$ cat config.mk
export PLATFORM = sky130hd
export DESIGN_NAME = afd_front
export DESIGN_NICKNAME = d
export VERILOG_FILES = /design/src/hw/rtl/afd_pkg.sv /design/src/hw/rtl/afd_front.sv
export SDC_FILE = /design/constraint.sdc
export NUM_CORES = 2
export LEC_CHECK = 0
export BUFFER_PORTS_ARGS = -buffer_cell sky130_fd_sc_hd__clkbuf_2
export CAP_MARGIN = 20
export CORE_ASPECT_RATIO = 1.2
export CORE_MARGIN = 10
export CORE_UTILIZATION = 25
export DETAILED_ROUTE_END_ITERATION = 10
export PLACE_DENSITY = 0.48
export SYNTH_ARGS = -nofsm -noshare
export SYNTH_HDL_FRONTEND = slang
export SYNTH_SLANG_ARGS = --single-unit
$ cat constraint.sdc
create_clock -name clk -period 12.3 [get_ports clk]
set_clock_uncertainty 0.2 [all_clocks]
set_input_delay 2.46 -clock clk [delete_from_list [all_inputs] [get_ports clk]]
set_output_delay 2.46 -clock clk [all_outputs]
set_load 0.1 [all_outputs]
$ cat src/hw/rtl/afd_pkg.sv
// Shared types, constants and rounding helpers for the arctangent family block.
package afd_pkg;

  typedef enum logic [1:0] {
    OP_ATAN  = 2'd0,
    OP_ATAN2 = 2'd1,
    OP_ASIN  = 2'd2,
    OP_ACOS  = 2'd3
  } op_t;

  // Quadrant correction added after the core.
  typedef enum logic [1:0] {
    OFS_NONE = 2'd0,
    OFS_P180 = 2'd1,
    OFS_M180 = 2'd2
  } ofs_t;

  localparam int SQRT_STEPS = 17;
  localparam int DIV_STEPS  = 31;
  localparam int POLY_STEPS = 5;

  localparam logic [30:0] TAN15_Q30 = 31'd287708255;
  localparam logic [30:0] TAN30_Q30 = 31'd619925131;
  localparam logic signed [33:0] PI6_Q30 = 34'sd562209904;
  localparam logic signed [33:0] PI2_Q30 = 34'sd1686629713;
  localparam logic [29:0] R2D_Q24 = 30'd961263669;
  localparam logic signed [31:0] DEG90_Q22   = 32'sd377487360;
  localparam logic signed [31:0] DEG180_Q22  = 32'sd754974720;
  localparam logic signed [31:0] ANGLE_LIMIT = 32'sd759169024;

  localparam logic signed [32:0] K1 = -33'sd357913941;
  localparam logic signed [32:0] K2 = 33'sd214748361;
  localparam logic signed [32:0] K3 = -33'sd153391040;
  localparam logic signed [32:0] K4 = 33'sd119265647;
  localparam logic signed [32:0] K5 = -33'sd96544793;
  localparam logic signed [32:0] Q30_ONE = 33'sd1073741824;

  typedef struct packed {
    logic               spec;
    logic signed [31:0] spec_val;
    ofs_t               ofs;
    logic               qneg;
    logic               ovf;
    logic               neg;
    logic               recip;
    logic               shifted;
  } afd_side_t;

  // Horner coefficient added after multiply step j.
  function automatic logic signed [32:0] poly_coef(input int j);
    logic signed [32:0] c;
    unique case (j)
      0:       c = K4;
      1:       c = K3;
      2:       c = K2;
      3:       c = K1;
      default: c = Q30_ONE;
    endcase
    return c;
  endfunction

  function automatic logic [33:0] rnd_sh30(input logic [63:0] p);
    logic [63:0] s;
    s = p + (64'd1 << 29);
    return s[63:30];
  endfunction

  function automatic logic [31:0] rnd_sh32(input logic [63:0] p);
    logic [63:0] s;
    s = p + (64'd1 << 31);
    return s[63:32];
  endfunction

endpackage

$ cat src/hw/rtl/afd_front.sv
// Operation decode, square root pipeline and ratio setup ahead of the divider.
module afd_front (
  input  logic                clk,
  input  logic                rst_n,
  input  logic                adv,
  input  logic                in_vld,
  input  logic [1:0]          in_op,
  input  logic signed [31:0]  in_x,
  input  logic signed [31:0]  in_y,
  output logic                out_vld,
  output logic [63:0]         out_num,
  output logic [31:0]         out_den,
  output afd_pkg::afd_side_t  out_side
);

  localparam int NS = afd_pkg::SQRT_STEPS;

  logic               s0_vld_r;
  afd_pkg::op_t       s0_op_r;
  logic signed [31:0] s0_x_r;
  logic signed [31:0] s0_y_r;
  logic [31:0]        s0_ax;
  logic [33:0]        s0_sq;

  logic               s1_vld_r;
  afd_pkg::op_t       s1_op_r;
  logic signed [31:0] s1_x_r;
  logic signed [31:0] s1_y_r;
  logic [32:0]        s1_v_r;

  logic               sq_vld_r  [1:NS];
  logic [16:0]        sq_root_r [1:NS];
  afd_pkg::op_t       sq_op_r   [1:NS];
  logic signed [31:0] sq_x_r    [1:NS];
  logic signed [31:0] sq_y_r    [1:NS];
  logic [32:0]        sq_rem_r  [1:NS-1];

  always_ff @(posedge clk) begin
    if (!rst_n) begin
      s0_vld_r <= 1'b0;
      s1_vld_r <= 1'b0;
    end else if (adv) begin
      s0_vld_r <= in_vld;
      s1_vld_r <= s0_vld_r;
    end
  end

  assign s0_ax = s0_x_r[31] ? 32'd0 - s0_x_r : s0_x_r;
  assign s0_sq = s0_ax[16:0] * s0_ax[16:0];

  always_ff @(posedge clk) begin
    if (adv) begin
      s0_op_r <= afd_pkg::op_t'(in_op);
      s0_x_r  <= in_x;
      s0_y_r  <= in_y;
      s1_op_r <= s0_op_r;
      s1_x_r  <= s0_x_r;
      s1_y_r  <= s0_y_r;
      // 1 - x^2 in Q32, only meaningful for |x| < 1
      s1_v_r  <= (s0_ax[31:16] == 16'd0) ? 33'h1_0000_0000 - s0_sq[32:0] : 33'd0;
    end
  end

  for (genvar k = 0; k < NS; k++) begin : g_sqrt
    localparam int B = NS - 1 - k;
    logic               cur_vld;
    logic [32:0]        cur_rem;
    logic [16:0]        cur_root;
    afd_pkg::op_t       cur_op;
    logic signed [31:0] cur_x;
    logic signed [31:0] cur_y;
    logic [34:0]        trial;
    logic               take;

    if (k == 0) begin : g_first
      assign cur_vld  = s1_vld_r;
      assign cur_rem  = s1_v_r;
      assign cur_root = '0;
      assign cur_op   = s1_op_r;
      assign cur_x    = s1_x_r;
      assign cur_y    = s1_y_r;
    end else begin : g_next
      assign cur_vld  = sq_vld_r[k];
      assign cur_rem  = sq_rem_r[k];
      assign cur_root = sq_root_r[k];
      assign cur_op   = sq_op_r[k];
      assign cur_x    = sq_x_r[k];
      assign cur_y    = sq_y_r[k];
    end

    // (r + 2^b)^2 - r^2
    assign trial = ({18'd0, cur_root} << (B + 1)) + (35'd1 << (2 * B));
    assign take  = {2'b00, cur_rem} >= trial;

    always_ff @(posedge clk) begin
      if (!rst_n) begin
        sq_vld_r[k+1] <= 1'b0;
      end else if (adv) begin
        sq_vld_r[k+1] <= cur_vld;
      end
    end

    always_ff @(posedge clk) begin
      if (adv) begin
        sq_root_r[k+1] <= take ? (cur_root | (17'd1 << B)) : cur_root;
        sq_op_r[k+1]   <= cur_op;
        sq_x_r[k+1]    <= cur_x;
        sq_y_r[k+1]    <= cur_y;
      end
    end

    if (k < NS - 1) begin : g_carry
      always_ff @(posedge clk) begin
        if (adv) begin
          sq_rem_r[k+1] <= take ? cur_rem - trial[32:0] : cur_rem;
        end
      end
    end
  end

  // Ratio setup
  logic signed [31:0] st_x;
  logic signed [31:0] st_y;
  logic [16:0]        st_s;
  logic [31:0]        st_ax;
  logic [31:0]        st_ay;
  logic               st_x_zero;
  logic               st_x_ge1;
  logic               st_x_lem1;
  logic [63:0]        st_num;
  logic [31:0]        st_den;
  logic               st_nneg;
  logic               st_dneg;
  afd_pkg::afd_side_t st_side;

  logic               su_vld_r;
  logic [63:0]        su_num_r;
  logic [31:0]        su_den_r;
  afd_pkg::afd_side_t su_side_r;

  logic               ov_vld_r;
  logic [63:0]        ov_num_r;
  logic [31:0]        ov_den_r;
  afd_pkg::afd_side_t ov_side_r;
  afd_pkg::afd_side_t ov_side_nxt;

  assign st_x      = sq_x_r[NS];
  assign st_y      = sq_y_r[NS];
  assign st_s      = sq_root_r[NS];
  assign st_ax     = st_x[31] ? 32'd0 - st_x : st_x;
  assign st_ay     = st_y[31] ? 32'd0 - st_y : st_y;
  assign st_x_zero = st_x == 32'sd0;
  assign st_x_ge1  = st_x >= 32'sd65536;
  assign st_x_lem1 = st_x <= -32'sd65536;

  always_comb begin
    st_num  = 64'd0;
    st_den  = 32'd1;
    st_nneg = 1'b0;
    st_dneg = 1'b0;
    st_side = '0;
    st_side.ofs = afd_pkg::OFS_NONE;
    unique case (sq_op_r[NS])
      afd_pkg::OP_ATAN: begin
        st_num  = {32'd0, st_ax};
        st_nneg = st_x[31];
      end
      afd_pkg::OP_ATAN2: begin
        if (st_x_zero) begin
          st_side.spec = 1'b1;
          if (st_y[31]) begin
            st_side.spec_val = -afd_pkg::DEG90_Q22;
          end else if (st_y == 32'sd0) begin
            st_side.spec_val = 32'sd0;
          end else begin
            st_side.spec_val = afd_pkg::DEG90_Q22;
          end
        end else begin
          st_num  = {16'd0, st_ay, 16'd0};
          st_den  = st_ax;
          st_nneg = st_y[31];
          st_dneg = st_x[31];
          if (st_x[31]) begin
            st_side.ofs = st_y[31] ? afd_pkg::OFS_M180 : afd_pkg::OFS_P180;
          end
        end
      end
      afd_pkg::OP_ASIN: begin
        priority if (st_x_ge1) begin
          st_side.spec     = 1'b1;
          st_side.spec_val = afd_pkg::DEG90_Q22;
        end else if (st_x_lem1) begin
          st_side.spec     = 1'b1;
          st_side.spec_val = -afd_pkg::DEG90_Q22;
        end else begin
          st_num  = {16'd0, st_ax, 16'd0};
          st_den  = {15'd0, st_s};
          st_nneg = st_x[31];
        end
      end
      afd_pkg::OP_ACOS: begin
        priority if (st_x_zero) begin
          st_side.spec     = 1'b1;
          st_side.spec_val = afd_pkg::DEG90_Q22;
        end else if (st_x_ge1) begin
          st_side.spec     = 1'b1;
          st_side.spec_val = 32'sd0;
        end else if (st_x_lem1) begin
          st_side.spec     = 1'b1;
          st_side.spec_val = afd_pkg::DEG180_Q22;
        end else begin
          st_num  = {31'd0, st_s, 16'd0};
          st_den  = st_ax;
          st_dneg = st_x[31];
          st_side.ofs = st_x[31] ? afd_pkg::OFS_P180 : afd_pkg::OFS_NONE;
        end
      end
    endcase
    st_side.qneg = st_nneg ^ st_dneg;
  end

  always_comb begin
    ov_side_nxt = su_side_r;
    // quotient of 2^31 or more saturates
    ov_side_nxt.ovf = su_num_r >= {1'b0, su_den_r, 31'd0};
  end

  always_ff @(posedge clk) begin
    if (!rst_n) begin
      su_vld_r <= 1'b0;
      ov_vld_r <= 1'b0;
    end else if (adv) begin
      su_vld_r <= sq_vld_r[NS];
      ov_vld_r <= su_vld_r;
    end
  end

  always_ff @(posedge clk) begin
    if (adv) begin
      su_num_r  <= st_num;
      su_den_r  <= st_den;
      su_side_r <= st_side;
      ov_num_r  <= su_num_r;
      ov_den_r  <= su_den_r;
      ov_side_r <= ov_side_nxt;
    end
  end

  assign out_vld  = ov_vld_r;
  assign out_num  = ov_num_r;
  assign out_den  = ov_den_r;
  assign out_side = ov_side_r;

endmodule

# Yosys cells after proc, flatten, opt, wreduce, memory -nomap -nowiden
# Memory sizes are Yosys's and may differ from the RTL's. A register that Yosys moved wholly into a read port is not among the register bits.
# Cells that the tools add are included.
dict set report word_totals {
  reg_bits 433
  ram_bits 1956
  output_inout_bits 137
  wordCells 208
  n_memories 6
}
dict set report op_classes {
  add_sub_neg 36
  mul 1
  order_cmp 20
  eq_ne 3
  n_mux 96
  bitwise_logic 18
  n_reduce_logical 5
}
# memory depth word_bits rd rd_clocked_by_memory_dff wr line_no
set mem_list {}
lappend mem_list {sq_x_r 17 32 17 0 17 afd_front.sv:34} ;# logic signed [31:0] sq_x_r [1:NS];
lappend mem_list {sq_y_r 17 32 17 0 17 afd_front.sv:35} ;# logic signed [31:0] sq_y_r [1:NS];
lappend mem_list {sq_rem_r 16 33 16 0 16 afd_front.sv:36} ;# logic [32:0] sq_rem_r [1:NS-1];
lappend mem_list {sq_root_r 17 17 17 0 17 afd_front.sv:32} ;# logic [16:0] sq_root_r [1:NS];
lappend mem_list {sq_op_r 17 2 17 0 17 afd_front.sv:33} ;# afd_pkg::op_t sq_op_r [1:NS];
lappend mem_list {sq_vld_r 17 1 17 1 17 afd_front.sv:31} ;# logic sq_vld_r [1:NS];
# operator count
set op_table {}
lappend op_table {{33-bit 2-to-1 mux} 25}
lappend op_table {{32-bit 2-to-1 mux} 8}
lappend op_table {{64-bit case mux with 4 select lines} 1}
lappend op_table {{48-bit 2-to-1 mux} 3}
lappend op_table {{33-bit case mux with 3 select lines} 1}
lappend op_table {{32-bit case mux with 3 select lines} 1}
lappend op_table {{1-bit by 32-bit subtractor with 32-bit output (first input constant)} 3}
lappend op_table {{33-bit subtractor} 2}
lappend op_table {{64-bit by 63-bit greater-or-equal comparator with 1-bit output} 1}
lappend op_table {{32-bit logical NOT} 2}
lappend op_table {{17-bit 2-to-1 mux} 3}
lappend op_table {{33-bit by 31-bit adder with 34-bit output (second input constant)} 1}
lappend op_table {{33-bit by 34-bit greater-or-equal comparator with 1-bit output} 1}
lappend op_table {{32-bit by 29-bit adder with 33-bit output (second input constant)} 1}
lappend op_table {{33-bit by 19-bit greater-or-equal comparator with 1-bit output} 1}
lappend op_table {{33-bit by 20-bit greater-or-equal comparator with 1-bit output} 1}
lappend op_table {{33-bit by 21-bit greater-or-equal comparator with 1-bit output} 1}
lappend op_table {{33-bit by 22-bit greater-or-equal comparator with 1-bit output} 1}
lappend op_table {{33-bit by 23-bit greater-or-equal comparator with 1-bit output} 1}
lappend op_table {{33-bit by 24-bit greater-or-equal comparator with 1-bit output} 1}
lappend op_table {{33-bit by 25-bit greater-or-equal comparator with 1-bit output} 1}
lappend op_table {{33-bit by 26-bit greater-or-equal comparator with 1-bit output} 1}
lappend op_table {{33-bit by 27-bit greater-or-equal comparator with 1-bit output} 1}
lappend op_table {{33-bit by 28-bit greater-or-equal comparator with 1-bit output} 1}
lappend op_table {{65 further kinds} 116}

# Depth between registers and ports, before layout
# An unclocked memory read counts as a cell.
dict set report logic_depth {
  depth_word 7
  depth_mapped 32
  ltp_nobuf 29
}

# Worst setup path before layout
# No wires, ideal clock.
dict set report synth_timing {
  path_kind {register to register}
  start {register s0_x_r[0]}
  end {register s1_v_r[31], in the netlist g_sqrt[0].cur_rem[31], data pin}
  setup_time_ns 0.255
  arrival_ns 7.860
  required_time_ns 11.845
  setup_slack_ns 3.985
  stages_incl_launch_ff 30
  n_path_buf 2
  period_less_slack_ns 8.315
  cell_sequence {edfxtp_1 > inv_1 > ha_1 > clkbuf_1 > nand2b_1 > nand3b_1 > o31ai_1 > xor2_1 > inv_1 > clkbuf_1 > nand2_1 > inv_1 > fa_1 > inv_1 > fa_1 > fa_1 > fa_1 > fa_1 > inv_1 > fa_1 > inv_1 > ha_1 > nand4_1 > nor3_1 > a22o_1 > o41a_1 > a311oi_1 > a21oi_1 > or3_1 > and3_1}
}
dict set report synth_via {
  elab_chain_len 4
  word_cells_on_any_way 5
  classes_between {2 x add/sub; 1 x mul; 1 x mux; 1 x reduce/logical}
}
# item line_no
set synth_lines {}
lappend synth_lines {{start: declaration} afd_front.sv:20} ;# logic signed [31:0] s0_x_r;
lappend synth_lines {{start signal: assignment} afd_front.sv:54} ;# s0_x_r <= in_x;
lappend synth_lines {{1-bit by 32-bit subtractor with 32-bit output} afd_front.sv:48} ;# assign s0_ax = s0_x_r[31] ? 32'd0 - s0_x_r : s0_x_r;
lappend synth_lines {{32-bit 2-to-1 mux (*)} afd_front.sv:48}
lappend synth_lines {{17-bit by 17-bit multiplier with 33-bit output} afd_front.sv:49} ;# assign s0_sq = s0_ax[16:0] * s0_ax[16:0];
lappend synth_lines {{33-bit subtractor} afd_front.sv:60} ;# s1_v_r <= (s0_ax[31:16] == 16'd0) ? 33'h1_0000_0000 - s0_sq[32:0] : 33'd0;
lappend synth_lines {{end signal: assignment} afd_front.sv:60}
lappend synth_lines {{end: declaration} afd_front.sv:29} ;# logic [32:0] s1_v_r;
# Mark *: on every way between the ends. The rest lies on a longest branch, timed or not.
# A chain may end at the register's enable or synchronous reset.

# Worst setup path after layout
# Ends and elaborated chain as after synthesis.

==> impl_metrics.json <==
{
  "ys_types": 91,
  "crit_path_end": "g_sqrt[0].cur_rem[31]",
  "worstPathRequired_ns": 12.68,
  "placed_cell_area_um2": 95360,
  "drive_gt1_share_pct": 10.06,
  "path_clk_slew_ns": 0.06,
  "wl_per_cell_um": 16.79,
  "cts_max_path_buffers": 4,
  "post_cts_resized": 0,
  "reg2regPathDepth": 27,
  "rsz0062_at_grt": "no",
  "fmax_ghz": 0.1004,
  "ys_ff_latch": 2151,
  "areaGrowthSynthToFinish_pct": 15.94,
  "multi_input_area_um2": 21430,
  "grt_antenna_before_repair": 3,
  "end_kind": "flip-flop",
  "root_buffer": "clkbuf_16",
  "final_cell_mix": "edfxtp_1 (2,147), inv_1 (584), ha_1 (305), nor2_1 (296), nand2_1 (286)",
  "synth_seq_area_share_pct": 72.77,
  "yosysWarnings": 0,
  "chipWidth_um": 563.8,
  "syn_inst": 5576,
  "drv_slew": 0,
  "fill_cells": 35015,
  "cp-start-kind": "flip-flop",
  "final-seq-area_um2": 64550,
  "finish.utilization_pct": 29.12,
  "hold_violations": 0,
  "synth_top_area_share_pct": 72.68,
  "fp.dieArea_um2": 379100,
  "nNetsFinal": 6505,
  "setup_viol": 0,
  "vias": 44041,
  "maxCapViolCount": 0,
  "syn_avg_cell_area_um2": 15.91,
  "place_congestion": 0.9313,
  "status": "completed",
  "crit_type": "flip-flop to flip-flop",
  "drtAntennaViolNets": 0,
  "dieHeight_um": 672.5,
  "final_common_cell": "edfxtp_1",
  "layout_min_cycle_time_ns": 9.960,
  "reg2reg_from": "s0_x_r[0]",
  "synth_edf_count": 2147,
  "drt_iter0_markers": 2585,
  "finalSetupTns_ns": 0,
  "timing.rr.end": "g_sqrt[0].cur_rem[31]",
  "whs_path_depth": 0,
  "start_util_pct": 25.12,
  "setup_slack_ns": 2.340,
  "drt_first_pass_iters": 7,
  "crit_arrival_ns": 10.34,
  "grt_max_degree": 189,
  "yosysTopAreaCell": "edfxtp_1",
  "critPathLaunch": "s0_x_r[0]",
  "post-route-period-util_pct": 80.98,
  "cts_buffers": 228,
  "ioPinCount": 207,
  "synth_area_um2": 88710,
  "drt-total-wl_um": 181600,
  "r2r_slack_ns": 2.34,
  "hold_path.class": "flip-flop to flip-flop",
  "cts_sinks": 2151,
  "netlist_top_cells_area": "edfxtp_1 (73%), fa_1 (4.5%), ha_1 (4.3%), inv_1 (2.5%), xnor2_1 (1.7%)",
  "core_area_um2": 353200,
  "fin_area_um2": 102800,
  "cts_tree": "yes",
  "grt_pass1_wl_um": 277900,
  "overflow": 0,
  "postCtsSetupBuffers": 0,
  "path_max_fanout": 16,
  "async_flop_share_pct": 0,
  "dpl_worst_slack_ns": 2.341,
  "grt_pass1_vias": 46680,
  "io_buffer_count": 164,
  "rows": 239,
  "clkLatencyLatePin_ns": 0.87,
  "drc": 0,
  "worst_pin_slew_ns": 1.130,
  "htreeDepth": 4,
  "ys.flop_type": "edfxtp_1",
  "cts_hold_buf": 0,
  "grt_use_total_pct": 9.322,
  "dp_hpwl_um": 130200,
  "maxSlewHeadroom_pct": 24.65,
  "drt-vias-per-instance": 4.073
}
registers in the layout (all words and copies together), names as in the netlist, 34 cells and up:
signal / flops
sq_y_r: 544
sq_root_r: 153
out_num: 48
su_num_r: 48
sq_rem_r: 512
sq_x_r: 544
sq_op_r: 34
Yosys cell counts, types with 49 or more instances:
| master | number |
|---|---|
| o21ai_0 | 181 |
| nor2_1 | 296 |
| nor4_1 | 92 |
| edfxtp_1 | 2147 |
| or3_1 | 49 |
| xor2_1 | 155 |
| nand3_1 | 55 |
| a21oi_1 | 175 |
| nor3_1 | 96 |
| clkbuf_1 | 82 |
| nand2_1 | 286 |
| xnor2_1 | 168 |
| inv_1 | 584 |
| fa_1 | 201 |
| ha_1 | 305 |
cells by family after synthesis:
kind of cell / Yosys count / share of synthesized area (%)
multiplexers: 44 / 0.5600
buffers and inverters: 725 / 3.291
XOR/XNOR: 323 / 3.189
AND/OR/NAND/NOR: 1155 / 6.536
other: 1 / 0.004227
AO/OA/AOI/OAI: 671 / 4.811
flip-flops: 2151 / 72.77
adder cells (fa/ha/maj): 506 / 8.838
per-stage QoR:
| stage | std cells | hold WS, ns |
|---|---|---|
| floorplan | 5618 | 0.2003 |
| global placement | 10392 | 0.2019 |
| detailed placement | 10394 | 0.2045 |
| CTS | 10808 | 0.1668 |
| global route | 10813 | 0.1595 |
| finish | 10813 | 0.1691 |
worst min-delay path by stage:
stage,startpoint,endpoint,slack (ns)
after detailed placement,s0_y_r[11],g_sqrt[0].cur_y[11],0.20
after global routing,sq_op_r[0][19],sq_op_r[0][21],0.16
after floorplan,s0_op_r[0],g_sqrt[0].cur_op[0],0.20
after global placement,g_sqrt[0].cur_rem[14],sq_rem_r[0][47],0.20
final,sq_op_r[0][19],sq_op_r[0][21],0.17
after CTS,sq_op_r[0][19],sq_op_r[0][21],0.17
area by class of cell:
cell class | instances | area share [%]
inverter | 587 | 2.142
clock inverter | 147 | 1.492
antenna | 1 | 0.002433
clock buffer | 267 | 5.711
sequential | 2151 | 62.77
multi-input combinational | 2742 | 20.84
timing repair buffer | 219 | 1.326
tap | 4699 | 5.717
critical path, cell delays in order (launching register included):
cell      delay [ns]
edfxtp_1        0.63
inv_1           0.32
ha_1            0.37
nand2b_1        0.18
nand3b_1        0.38
o21ai_0         0.30
xor2_1          0.69
inv_1           0.57
nand2_1         0.30
fa_1            0.45
inv_1           0.08
fa_1            0.44
fa_1            0.51
inv_1           0.05
fa_1            0.47
fa_1            0.54
inv_1           0.05
fa_1            0.52
inv_1           0.04
ha_1            0.39
a21oi_1         0.16
o21ai_0         0.14
a22o_1          0.30
o41a_1          0.44
a311oi_1        0.53
a21oi_1         0.15
or3_1           0.32
and3_1          0.18
per-layer routing:
layer / vias to the layer above / track usage, % / wire [um]
li1: 21070 / - / -
met5: - / 0 / 0
met3: 425 / 1.570 / 6743
met2: 845 / 17.22 / 94590
met4: 0 / 4.636 / 9602
met1: 21701 / 10.29 / 70650
Power is left out: the tool's default activity adds up to more than one toggle a clock period on the data nets, which glitch-free logic cannot reach.
